--- src/rtl/gllc_pkg.sv ---
// Package for the gamma lookup and luma converter: payload types, register codes, constants.
package gllc_pkg;

  // Field widths fixed by the item format
  localparam int unsigned SAMPLE_W = 16;
  localparam int unsigned WEIGHT_W = 17;
  localparam int unsigned PROD_W   = SAMPLE_W + WEIGHT_W;
  // Three products plus the rounding half need two extra bits
  localparam int unsigned SUM_W    = PROD_W + 2;
  localparam int unsigned FRAC_W   = 16;

  // Configuration port
  localparam int unsigned CFG_IDX_W  = 3;
  localparam int unsigned CFG_DATA_W = WEIGHT_W;

  // Register indexes
  localparam logic [CFG_IDX_W-1:0] CFG_LINEAR_BYPASS = 3'd0;
  localparam logic [CFG_IDX_W-1:0] CFG_WIDE_INPUT    = 3'd1;
  localparam logic [CFG_IDX_W-1:0] CFG_COLOR_INPUT   = 3'd2;
  localparam logic [CFG_IDX_W-1:0] CFG_WEIGHT_RED    = 3'd3;
  localparam logic [CFG_IDX_W-1:0] CFG_WEIGHT_GREEN  = 3'd4;
  localparam logic [CFG_IDX_W-1:0] CFG_WEIGHT_BLUE   = 3'd5;

  // Register reset values (Rec. 709 weights in Q1.16)
  localparam logic                RST_LINEAR_BYPASS = 1'b1;
  localparam logic                RST_WIDE_INPUT    = 1'b0;
  localparam logic                RST_COLOR_INPUT   = 1'b1;
  localparam logic [WEIGHT_W-1:0] RST_WEIGHT_RED    = 17'd13933;
  localparam logic [WEIGHT_W-1:0] RST_WEIGHT_GREEN  = 17'd46871;
  localparam logic [WEIGHT_W-1:0] RST_WEIGHT_BLUE   = 17'd4732;

  // Item operation codes
  localparam logic OP_WRITE = 1'b0;
  localparam logic OP_PIXEL = 1'b1;

  // One half in Q.16 for round-to-nearest
  localparam logic [SUM_W-1:0] ROUND_HALF = SUM_W'(32768);

  typedef struct packed {
    logic                operation;
    logic [SAMPLE_W-1:0] table_index;
    logic [SAMPLE_W-1:0] table_value;
    logic [SAMPLE_W-1:0] sample_blue;
    logic [SAMPLE_W-1:0] sample_green;
    logic [SAMPLE_W-1:0] sample_red;
  } in_item_t;

  typedef struct packed {
    logic [SAMPLE_W-1:0] luma;
    logic [SAMPLE_W-1:0] linear_red;
    logic [SAMPLE_W-1:0] linear_green;
    logic [SAMPLE_W-1:0] linear_blue;
    logic                luma_clipped;
  } out_item_t;

  // Per-lane control from the pipeline controller
  typedef struct packed {
    logic ld_s1;   // load lookup stage, issue table read
    logic ld_s2;   // load product stage
    logic tbl_we;  // table write item
    logic bypass;
    logic wide;
  } lane_ctrl_t;

endpackage

--- src/rtl/gllc_merge.sv ---
// Merge stage: sums the lane products, rounds, saturates and registers the result item.
module gllc_merge (
  input  logic                          clk_i,
  input  logic                          ld_i,
  input  logic                          color_i,
  input  logic [gllc_pkg::SAMPLE_W-1:0] lin_red_i,
  input  logic [gllc_pkg::SAMPLE_W-1:0] lin_green_i,
  input  logic [gllc_pkg::SAMPLE_W-1:0] lin_blue_i,
  input  logic [gllc_pkg::PROD_W-1:0]   prod_red_i,
  input  logic [gllc_pkg::PROD_W-1:0]   prod_green_i,
  input  logic [gllc_pkg::PROD_W-1:0]   prod_blue_i,
  output gllc_pkg::out_item_t           item_o
);

  localparam int unsigned IntW = gllc_pkg::SUM_W - gllc_pkg::FRAC_W;

  logic [gllc_pkg::SUM_W-1:0] sum;
  logic [IntW-1:0]            sum_int;
  logic                       over;
  gllc_pkg::out_item_t        item_d;
  gllc_pkg::out_item_t        item_q;

  // Weighted sum plus one half, then drop the fraction
  assign sum = gllc_pkg::ROUND_HALF
             + gllc_pkg::SUM_W'(prod_red_i)
             + gllc_pkg::SUM_W'(prod_green_i)
             + gllc_pkg::SUM_W'(prod_blue_i);
  assign sum_int = sum[gllc_pkg::SUM_W-1:gllc_pkg::FRAC_W];
  assign over    = |sum_int[IntW-1:gllc_pkg::SAMPLE_W];

  // Color mode forms luma; gray mode replicates the single channel
  always_comb begin
    if (color_i) begin
      item_d.luma         = over ? '1 : sum_int[gllc_pkg::SAMPLE_W-1:0];
      item_d.luma_clipped = over;
      item_d.linear_red   = lin_red_i;
      item_d.linear_green = lin_green_i;
      item_d.linear_blue  = lin_blue_i;
    end else begin
      item_d.luma         = lin_blue_i;
      item_d.luma_clipped = 1'b0;
      item_d.linear_red   = lin_blue_i;
      item_d.linear_green = lin_blue_i;
      item_d.linear_blue  = lin_blue_i;
    end
  end

  // Output register
  always_ff @(posedge clk_i) begin
    if (ld_i) begin
      item_q <= item_d;
    end
  end

  assign item_o = item_q;

endmodule

--- config.mk ---
export PLATFORM = sky130hd
export DESIGN_NAME = gllc_merge
export DESIGN_NICKNAME = d
export VERILOG_FILES = /design/src/rtl/gllc_pkg.sv /design/src/rtl/gllc_merge.sv
export SDC_FILE = /design/constraint.sdc
export NUM_CORES = 1
export LEC_CHECK = 0
export BUFFER_PORTS_ARGS = -buffer_cell sky130_fd_sc_hd__buf_2
export CAP_MARGIN = 20
export CORE_UTILIZATION = 50
export CTS_CLUSTER_DIAMETER = 150
export CTS_CLUSTER_SIZE = 28
export DETAILED_ROUTE_END_ITERATION = 7
export PLACE_DENSITY = 0.93
export SKIP_CTS_REPAIR_TIMING = 1
export SYNTH_ARGS = -nofsm -noshare
export SYNTH_HDL_FRONTEND = slang
export SYNTH_SLANG_ARGS = --single-unit
--- constraint.sdc ---
create_clock -name clk_i -period 4.6 [get_ports clk_i]
set_input_delay 0.23 -clock clk_i [delete_from_list [all_inputs] [get_ports clk_i]]
set_output_delay 0.23 -clock clk_i [all_outputs]
set_load 0.01 [all_outputs]
# Word-level counts from Yosys, hierarchy flattened
# Cells that the tools add are included.
# op_classes
addsub	3
multipliers	0
n_div	0
n_lt_le_gt_ge	0
n_eq_ne	0
n_shift	0
mux	2
n_bitwise	0
n_reduce_logical	1
# ops
cell	n
two-way mux 65 bit	1
adder 34 x 33 -> 35 bit	1
adder 35 x 33 -> 35 bit	1
adder 16 x 33 -> 34 bit (first input constant)	1
two-way mux 16 bit	1
OR reduction 3 bit	1
# word_totals
ff_bits	65
latchBits	0
ram_bits	0
mem_bits_ro	0
inputBits	150
output_inout_bits	65
memories	0

# Logic depth before layout (Yosys ltp)
# Gate-level depths: netlist (run 1).
# depth
depth_word	6
ltp_mapped	14
depth_no_buf	13

# Worst setup path after synthesis (run 1)
# OpenSTA, ideal clock, no wires.
# synth_timing
kind	input to register
from	input port prod_red_i[3] in the netlist's numbering
to	register item_q (netlist bit item_o[56]) (data pin)
setup_ps	282
t_arrival_ps	3295
slack_ps	1023
stages	14
n_path_buf	1
cell_sequence	inv_1 -> fa_1 -> inv_1 -> ha_1 -> ha_1 -> and3_4 -> a211o_1 -> a221oi_4 -> o211ai_2 -> a31o_1 -> and4b_4 -> nor3b_4 -> buf_6 -> a41oi_1
# synth_lines
element	line_no	text
start: declaration	gllc_merge.sv:9	input logic [gllc_pkg::PROD_W-1:0] prod_red_i,
end signal: assignment	gllc_merge.sv:51	item_q <= item_d;
end: declaration	gllc_merge.sv:21	gllc_pkg::out_item_t item_q;

==> run_results.csv, run 1 <==
group,metric,value,unit
global_routing,groute.layer.met2.usage,0.444,
yosys,syn_nets,805,
floorplanning,io_pins,215,
floorplanning,die_x,106,um
clock_tree,cts_buffers,9,
sta,holdWs,0.110,ns
detailed_routing,routedWlPerCell,14.1,um
placement,post-dp-hpwl,10700,um
floorplanning,start_util,0.522,
global_routing,grt_pass1_vias,4735,
floorplanning,dieArea,11300,um2
pwr,power.leakage,0.00359,uW
finish,finalNonFillerCells,914,
global_routing,grtUsageMet1,0.262,
clock_tree,cts_sinks,65,
sta,relSlewSlack,0.540,
finish,drive_above_1_share,0.299,
yosys,synth_sequential_area_ratio,0.358,
clock_tree,clockRootBuffer,"clkbuf_8",
finish,syn2layout_area_growth,24.6,%
detailed_routing,wirelength,12900,um
setup_path,start_kind,"input pin",
setup_path,critPathSlowestCell,"nor3b_4",
detailed_routing,final_antenna_net_count,0,
clock_tree,cts_htree_levels,3,
yosys,yosysTopAreaCell,"edfxtp_1",
setup_path,crit_type,"in2reg",
setup_path,crit_chain,"buf_2 -> inv_1 -> fa_1 -> inv_1 -> ha_1 -> ha_1 -> and3_4 -> a211o_1 -> a221oi_4 -> o211ai_2 -> a31o_1 -> and4b_4 -> nor3b_4 -> a41oi_1",
sta,finalCritPeriodShare,0.822,
sta,worstMarginPinSlew,0.691,ns
yosys,ys_ff_latch,65,
global_routing,grtUsageMet3,0.0368,
setup_path,crit_fanout,17,
yosys,netlist_top_cells_area,"edfxtp_1 (36%), ha_1 (14%), fa_1 (12%), inv_1 (7.5%), nand2_1 (5.8%)",
detailed_routing,first_pass_iters,5,
floorplanning,die_h,106,um
placement,port_buffers,214,
detailed_routing,drc_errors,0,
flow_run,maxCapViolations,0,
yosys,postSynthAreaPerCell,9.74,um2
finish,fillCellCount,856,
placement,dp_cells,898,
global_routing,grt_pass1_wl,20800,um
sta,fmaxAchievable,264,MHz
global_routing,grt_max_degree,57,
sta,setup_viol,0,
setup_path,arrival,3.81,ns
sta,slew_violations,0,
floorplanning,fp-row-count,37,
global_routing,grtUsageTotal,0.233,
pwr,peakVddDrop,0.184,mV
yosys,yosysWarnings,0,
yosys,synth_ff_type,"edfxtp_1",
yosys,synth_top_area_frac,0.358,
setup_path,critPathRequiredTime,4.63,ns
sta,hold_viol,0,
yosys,async_flop_share,0,
sta,fin_ws,0.818,ns
clock_tree,cts_tree,"done",
yosys,yosysUniqueCellTypes,50,
setup_path,end_kind,"flop",
finish,seq_area,1950,um2
placement,gp_congestion,0.869,
placement,dp_slack,0.513,ns
global_routing,grt-ovfl-total,0,
global_routing,busiest_layer,"met2",
floorplanning,coreArea,10500,um2
global_routing,antenna_found_initial,2,
clock_tree,clk_pin_slew,0.06,ns
detailed_routing,vias_per_cell,5.18,
sta,finalSetupTns,0,ns
hold_path,worstHoldPathType,"in2reg",
detailed_routing,drtIter0Drc,245,
yosys,synth_area,5460,um2
clock_tree,clk_path_buf_depth,2,
yosys,synth_cells,560,
finish,largest_reg_flops,65,
finish,final_util,0.650,
yosys,synth_edf_count,65,
detailed_routing,num_vias,4737,
pwr,power.density,312,nW/um2
setup_path,max_stage_delay,0.58,ns
sta,min_period,3.78,ns
outcome,status,"finished, final reports clean",
sta,rsz0062_at_grt,"no",
finish,layout.nets,1018,
finish,multi_input_area,3030,um2
## through the flow
| step | area (um2) | power (uW) |
|---|---|---|
| after floorplan | 5460 | 1460 |
| after global placement | 6650 | 1740 |
| after detailed placement | 6650 | 1760 |
| after CTS | 6790 | 2140 |
| after global routing | 6800 | 2290 |
| final | 6800 | 2120 |
## worst max-delay path: cells and delay by family
kind / cells / cell delay, ns
buffers and inverters: 3 / 0.17
AOI/OAI and AO/OA: 5 / 1.34
adders and majority gates: 3 / 1.12
and+or+nand+nor: 3 / 0.94
## layer usage
layer / part of all wire / wire length (um)
met4: 0.020 / 254
met2: 0.53 / 6790
met3: 0.068 / 869
met1: 0.39 / 4950
met5: 0 / 0
## placed cells by master, fill, tap and decap left out, types with 4 or more instances in the layout
cell type,netlist,routed
o21a_1,5,5
nand2b_1,17,17
ha_1,63,63
o21ai_0,8,8
a41oi_1,13,13
nor2_1,24,24
edfxtp_1,65,65
a21oi_1,32,32
nand4_1,6,6
nor3_1,5,5
a21boi_0,4,4
clkbuf_8,0,9
buf_2,1,214
fa_1,32,32
inv_1,109,109
a31oi_1,5,5
o211ai_1,4,4
nor2b_1,4,4
nand2_1,84,84
xor2_1,6,6
a21o_1,11,11
xnor2_1,8,8
## Yosys cell counts (all sizes together) (4+ instances only)
| cell | n |
|---|---|
| xor2 | 6 |
| nor2 | 24 |
| a31oi | 5 |
| a21oi | 32 |
| nor3 | 5 |
| clkbuf | 12 |
| nand2 | 84 |
| nand4 | 6 |
| a21o | 11 |
| edfxtp | 65 |
| o21a | 5 |
| fa | 32 |
| a41oi | 13 |
| inv | 109 |
| nand2b | 17 |
| ha | 63 |
| a21boi | 4 |
| xnor2 | 8 |
| nor2b | 4 |
| o21ai | 8 |
| o211ai | 5 |
## area by class of cell
class | instances | share of cell area
Inverter | 109 | 0.0602
Timing Repair Buffer | 216 | 0.160
Tap cell | 136 | 0.0250
Multi-Input combinational cell | 372 | 0.446
Sequential cell | 65 | 0.287
Antenna cell | 2 | 0.000736
Clock buffer | 12 | 0.0199
Clock inverter | 2 | 0.00110
## worst paths after layout
path,from,endpoint,slack [ns],depth (start not counted)
worst max-delay path,prod_red_i[3],item_o[57],0.82,14
worst min-delay path,lin_blue_i[14],item_o[15],0.11,1
## kinds of logic (layout without fill, tap and decap cells)
group / Yosys count / after routing / share of synthesized area
buf+inv: 123 / 339 / 0.0862
simple gates: 160 / 160 / 0.139
flops: 65 / 65 / 0.358
other cells: 0 / 2 / 0
compound gates: 103 / 103 / 0.133
fa+ha+maj: 95 / 95 / 0.262
xor+xnor: 14 / 14 / 0.0225
## power breakdown
| group | internal (uW) | switching (uW) |
|---|---|---|
| Clock | 186 | 180 |
| Sequential | 722 | 15.1 |
| Combinational | 431 | 588 |
Note: power is estimated with default switching activity, not from simulation.
==> run 2: changes to the inputs <==
--- a/config.mk
+++ b/config.mk
@@ -5,9 +5,10 @@
 export SDC_FILE = /design/constraint.sdc
 export NUM_CORES = 1
 export LEC_CHECK = 0
+export ABC_AREA = 1
 export BUFFER_PORTS_ARGS = -buffer_cell sky130_fd_sc_hd__buf_2
 export CAP_MARGIN = 20
-export CORE_UTILIZATION = 50
+export CORE_UTILIZATION = 51
 export CTS_CLUSTER_DIAMETER = 150
 export CTS_CLUSTER_SIZE = 28
 export DETAILED_ROUTE_END_ITERATION = 7
==> constraint.sdc (replaced) <==
create_clock -name clk_i -period 3.92 [get_ports clk_i]
set_input_delay 0.196 -clock clk_i [delete_from_list [all_inputs] [get_ports clk_i]]
set_output_delay 0.196 -clock clk_i [all_outputs]
set_load 0.01 [all_outputs]
==> run 2 against run 1 <==
  * Hold slack got worse by 0.043 ns
  * Global-route usage grew 2.4 points
  * Non-clock buffer count unchanged
  * Final cell count is 17% higher
==> run_results.csv, run 2 <==
group,metric,value,unit
yosys,synth_area,5770,um2
detailed_routing,wirelength,14500,um
detailed_routing,drtIter0Drc,338,
yosys,postSynthAreaPerCell,8.23,um2
finish,mostFrequentLayoutCell,"buf_2",
setup_path,critPathSlowestCell,"fa_1",
detailed_routing,routedWlPerCell,13.6,um
detailed_routing,vias_per_cell,5.08,
yosys,synth_top_area_frac,0.338,
floorplanning,io_pins,215,
global_routing,grt_pass1_vias,5338,
sta,min_period,2.86,ns
yosys,netlist_top_cells_area,"edfxtp_1 (34%), ha_1 (14%), nand2_1 (12%), fa_1 (11%), inv_1 (9.4%)",
yosys,synth_ff_type,"edfxtp_1",
floorplanning,fp-row-count,38,
finish,final_cell_mix,"buf_2 (214), nand2_1 (192), inv_1 (145)",
hold_path,min_path_cells,1,
finish,diodes,0,
yosys,yosysUniqueCellTypes,28,
yosys,synth.most_common_cell,"nand2_1",
global_routing,grt_pass1_wl,23500,um
yosys,synth_sequential_area_ratio,0.338,
clock_tree,clk_pin_slew,0.05,ns
finish,final_util,0.662,
detailed_routing,final_antenna_net_count,0,
floorplanning,coreArea,10900,um2
floorplanning,die_h,108,um
clock_tree,clk_path_buf_depth,2,
sta,relSlewSlack,0.274,
setup_path,cp-startpoint,"prod_red_i[11]",
sta,setup_viol,0,
pwr,power.leakage,0.00400,uW
yosys,async_flop_share,0,
sta,hold_viol,0,
detailed_routing,drc_errors,0,
yosys,synth_edf_count,65,
clock_tree,cts_sinks,65,
hold_path,worstHoldStart,"lin_blue_i[13]",
yosys,ys_ff_latch,65,
clock_tree,clockRootBuffer,"clkbuf_16",
yosys,yosys-top-cells-count,"nand2_1 (192), inv_1 (145), edfxtp_1 (65), ha_1 (63), nor2_1 (50)",
finish,largest_reg_flops,65,
finish,drive_above_1_share,0.269,
global_routing,grt-ovfl-total,0,
floorplanning,start_util,0.528,
placement,gp_congestion,0.906,
yosys,syn_nets,946,
setup_path,end_kind,"flop",
setup_path,crit_type,"in2reg",
sta,holdWs,0.0672,ns
detailed_routing,num_vias,5411,
setup_path,crit_chain,"buf_2 -> inv_1 -> fa_1 -> inv_1 -> ha_1 -> ha_1 -> a21oi_1 -> o21ai_1 -> a21oi_1 -> nand2_1 -> nand2_1 -> nand3b_1 -> nand2_1 -> nand3_2 -> nand2_4 -> nand3_1",
sta,slew_violations,0,
flow_run,maxCapViolations,0,
setup_path,timing.critical_path.to,"item_o[49]",
yosys,yosysTopAreaCell,"edfxtp_1",
setup_path,arrival,2.92,ns
clock_tree,cts_htree_levels,3,
global_routing,grtUsageTotal,0.257,
sta,rsz0062_at_grt,"no",
outcome,status,"finished, final reports clean",
setup_path,start_kind,"input pin",
sta,fmaxAchievable,349,MHz
floorplanning,dieArea,11700,um2
placement,placed_cell_area,6990,um2
floorplanning,die_x,108,um
yosys,yosysWarnings,0,
sta,worstMarginPinSlew,1.09,ns
clock_tree,cts_buffers,9,
detailed_routing,first_pass_iters,5,
clock_tree,cts_tree,"done",
placement,port_buffers,214,
placement,post-dp-hpwl,12200,um
setup_path,critPathRequiredTime,3.97,ns
finish,layout.nets,1165,
sta,finalSetupTns,0,ns
pwr,peakVddDrop,0.300,mV
finish,syn2layout_area_growth,25.5,%
yosys,synth_cells,701,
setup_path,crit_fanout,17,
finish,design_area,7240,um2
setup_path,max_stage_delay,0.53,ns
setup_path,cp_common_cell,"nand2_1",
pwr,power.density,405,nW/um2
hold_path,worstHoldPathType,"in2reg",
global_routing,grt_max_degree,51,
pwr,power,2930,uW
global_routing,antenna_found_initial,0,
sta,finalCritPeriodShare,0.730,
[run 2: cell count changes after synthesis, moves of 9 or more]
cell / delta
nor2_1: +26
inv_1: +36
nand2b_1: -17
nand2_1: +108
nand3_2: +9
a21oi_1: +11
a41oi_1: -13
nand3_1: +25
[run 2: worst max-delay path: cells and delay by family]
kind,cells,cell delay (ns)
simple gates,7,0.85
fa+ha+maj,3,1.15
buf+inv,3,0.17
compound gates,3,0.53
[run 2: per-stage QoR]
step	instances	setup WS (ns)
2_1_floorplan	701	1.13
3_3_place_gp	1049	0.778
3_5_place_dp	1049	0.745
4_1_cts	1065	1.06
5_1_grt	1065	0.779
6_report	1065	1.06
[run 2: how the worst min path moves through the flow]
stage,endpoint
6_report,item_o[14]
5_1_grt,item_o[11]
4_1_cts,item_o[14]
3_5_place_dp,item_o[15]
3_3_place_gp,item_o[8]
2_1_floorplan,item_o[10]
[run 2: layer usage]
metal	global-route usage	wire, um	vias to the layer above
met4	0.0714	246	0
li1	-	-	2674
met1	0.312	6100	2514
met3	0.0271	788	21
met2	0.480	7390	202
met5	0	0	-
[run 2: layout make-up]
type                            instances  area, um2
Clock buffer                           12        236
Sequential cell                        65       1950
Timing Repair Buffer                  216       1090
Fill cell                             893       3690
Inverter                              145        544
Tap cell                              140        175
Clock inverter                          4       20.0
Multi-Input combinational cell        483       3230
[run 2: report_power, final]
group	internal (uW)	switching, uW
registers	873	27.7
logic	510	842
clock network	422	258
[run 2: cells by family after synthesis]
group	after synthesis	share of synthesized area
flip-flops	65	0.338
XOR/XNOR	5	0.00759
buffers and inverters	153	0.102
AO/OA/AOI/OAI	82	0.0798
AND/OR/NAND/NOR	301	0.225
adder cells (fa/ha/maj)	95	0.248
==> run 3: changes to the inputs <==
--- a/config.mk
+++ b/config.mk
@@ -5,14 +5,14 @@
 export SDC_FILE = /design/constraint.sdc
 export NUM_CORES = 1
 export LEC_CHECK = 0
-export ABC_AREA = 1
+export ABC_AREA = 0
 export BUFFER_PORTS_ARGS = -buffer_cell sky130_fd_sc_hd__buf_2
 export CAP_MARGIN = 20
-export CORE_UTILIZATION = 51
+export CORE_UTILIZATION = 45
 export CTS_CLUSTER_DIAMETER = 150
 export CTS_CLUSTER_SIZE = 28
 export DETAILED_ROUTE_END_ITERATION = 7
-export PLACE_DENSITY = 0.93
+export PLACE_DENSITY = 0.89
 export SKIP_CTS_REPAIR_TIMING = 1
 export SYNTH_ARGS = -nofsm -noshare
 export SYNTH_HDL_FRONTEND = slang
==> constraint.sdc (replaced) <==
create_clock -name clk_i -period 2.4 [get_ports clk_i]
set_input_delay 0.12 -clock clk_i [delete_from_list [all_inputs] [get_ports clk_i]]
set_output_delay 0.12 -clock clk_i [all_outputs]
set_load 0.01 [all_outputs]
==> run 3 against run 2 <==
  * The run now ends with design-rule violations, negative setup slack left
  * Highest routed layer unchanged
  * Cell area increased by 4.1%
  * Sequential power increased by 58%
  * Non-clock buffer count increased by 59
==> run_results.csv, run 3 (synthesis results as in run 1) <==
group,metric,value,unit
outcome,status,"finished, violations left",
outcome,violations,"design-rule violations, negative setup slack",
sta,rsz0062_at_grt,"yes",
placement,port_buffers,214,
sta,fmaxAchievable,317,MHz
pwr,power_switching,1700,uW
sta,slew_violations,0,
flow_run,maxCapViolations,0,
setup_path,critPathTopFamily,"adder cells",
finish,final_cell_mix,"buf_2 (214), inv_1 (108), nand2_1 (84)",
finish,multi_input_area,3140,um2
placement,gp_congestion,0.834,
global_routing,grt_pass1_vias,4879,
pwr,power.density,671,nW/um2
global_routing,grt_pass1_wl,21800,um
floorplanning,die_x,112,um
clock_tree,clk_pin_slew,0.05,ns
finish,final_util,0.649,
global_routing,antenna_found_initial,0,
pwr,combPwrFrac,0.480,
floorplanning,dieArea,12600,um2
detailed_routing,wirelength,13600,um
hold_path,worstHoldPathType,"in2reg",
detailed_routing,drtIter0Drc,371,
setup_path,end_kind,"flop",
finish,drive_above_1_share,0.369,
pwr,power.leakage,0.00396,uW
clock_tree,cts_sinks,65,
setup_path,arrival,3.20,ns
pwr,p_sw_frac,0.337,
detailed_routing,drc_errors,20,
clock_tree,clk_path_buf_depth,2,
clock_tree,cts_tree,"done",
global_routing,grtUsageTotal,0.217,
setup_path,cp_common_cell,"ha_1",
sta,finalCritPeriodShare,1.31,
setup_path,max_stage_delay,0.52,ns
setup_path,critPathBufInv,4,
setup_path,start_kind,"input pin",
detailed_routing,first_pass_iters,8,
detailed_routing,vias_per_cell,5.01,
finish,diodes,0,
floorplanning,start_util,0.470,
setup_path,critPathSlowestCell,"fa_1",
pwr,internal_power,3350,uW
sta,min_period,3.15,ns
finish,largest_reg_flops,65,
sta,relSlewSlack,0.573,
finish,mostFrequentLayoutCell,"buf_2",
setup_path,crit_type,"in2reg",
sta,setup_viol,17,
detailed_routing,num_vias,4913,
floorplanning,coreArea,11600,um2
pwr,p_clk_frac,0.239,
sta,hold_viol,0,
pwr,peakVddDrop,0.364,mV
sta,fin_ws,-0.750,ns
sta,worstMarginPinSlew,0.640,ns
pwr,pwr-share-seq,0.281,
clock_tree,cts_buffers,9,
finish,syn2layout_area_growth,38.2,%
setup_path,crit_fanout,4,
finish,fillCellCount,945,
setup_path,crit_chain,"buf_8 -> inv_8 -> fa_1 -> inv_1 -> ha_1 -> ha_1 -> and3_4 -> a211o_1 -> a221oi_4 -> o211ai_2 -> a31o_1 -> and4b_4 -> nor3b_4 -> buf_2 -> a41oi_1",
global_routing,grt_max_degree,42,
setup_path,critPathRequiredTime,2.45,ns
placement,dp_slack,-1.09,ns
detailed_routing,routedWlPerCell,13.9,um
floorplanning,die_h,112,um
clock_tree,cts_htree_levels,3,
floorplanning,fp-row-count,39,
placement,post-dp-hpwl,11300,um
finish,layout.nets,1077,
detailed_routing,final_antenna_net_count,0,
floorplanning,io_pins,215,
finish,seq_area,1950,um2
global_routing,grt-ovfl-total,0,
clock_tree,clockRootBuffer,"clkbuf_16",
-- run 3: cell count changes in the layout (fill, tap and decap cells not counted), sizes merged, moves of 12 or more --
cell | previous run | this run
nor2 | 52 | 24
nand3 | 37 | 3
a21oi | 44 | 32
buf | 216 | 275
inv | 145 | 109
nand2b | 0 | 17
o21ai | 21 | 8
a41oi | 0 | 13
nand2 | 198 | 84
-- run 3: per-stage QoR --
step | hold WS, ns | power, uW | area, um2 | setup TNS [ns] | cells
floorplan | 0.219 | 2810 | 5470 | -14.39 | 560
global placement | 0.331 | 3670 | 7130 | -16.85 | 962
detailed placement | 0.334 | 3730 | 7130 | -17.93 | 962
CTS | -0.000556 | 4950 | 7410 | -12.35 | 978
global route | 0.00735 | 5420 | 7540 | -14.11 | 980
finish | 0.0115 | 5060 | 7540 | -12.00 | 980
-- run 3: area by class of cell --
| type | count | area share |
|---|---|---|
| clock buffer | 12 | 0.0314 |
| clock inverter | 4 | 0.00581 |
| inverter | 109 | 0.0553 |
| multi-input combinational | 372 | 0.416 |
| sequential | 65 | 0.259 |
| tap | 143 | 0.0237 |
| timing repair buffer | 275 | 0.209 |
-- run 3: power groups by stage --
stage / clock [uW] / combinational [uW] / sequential [uW]
after floorplan: 0 / 1310 / 1500
after global placement: 0 / 2230 / 1440
after detailed placement: 0 / 2290 / 1440
after CTS: 1220 / 2310 / 1420
after global routing: 1280 / 2710 / 1430
final: 1210 / 2430 / 1420
-- run 3: path summary, 6_finish.rpt --
check                       from          to  slack (ns)  depth (start not counted)
hold / removal    lin_blue_i[13]  item_o[14]        0.01                          1
setup / recovery   prod_red_i[3]  item_o[52]       -0.75                         15
-- run 3: per-layer routing --
metal,global-route usage,wire length (um),up-vias
li1,-,-,2445
met1,0.244,5460,2268
met2,0.418,7110,184
met3,0.0324,828,16
met4,0.0667,187,0
met5,0,0,-
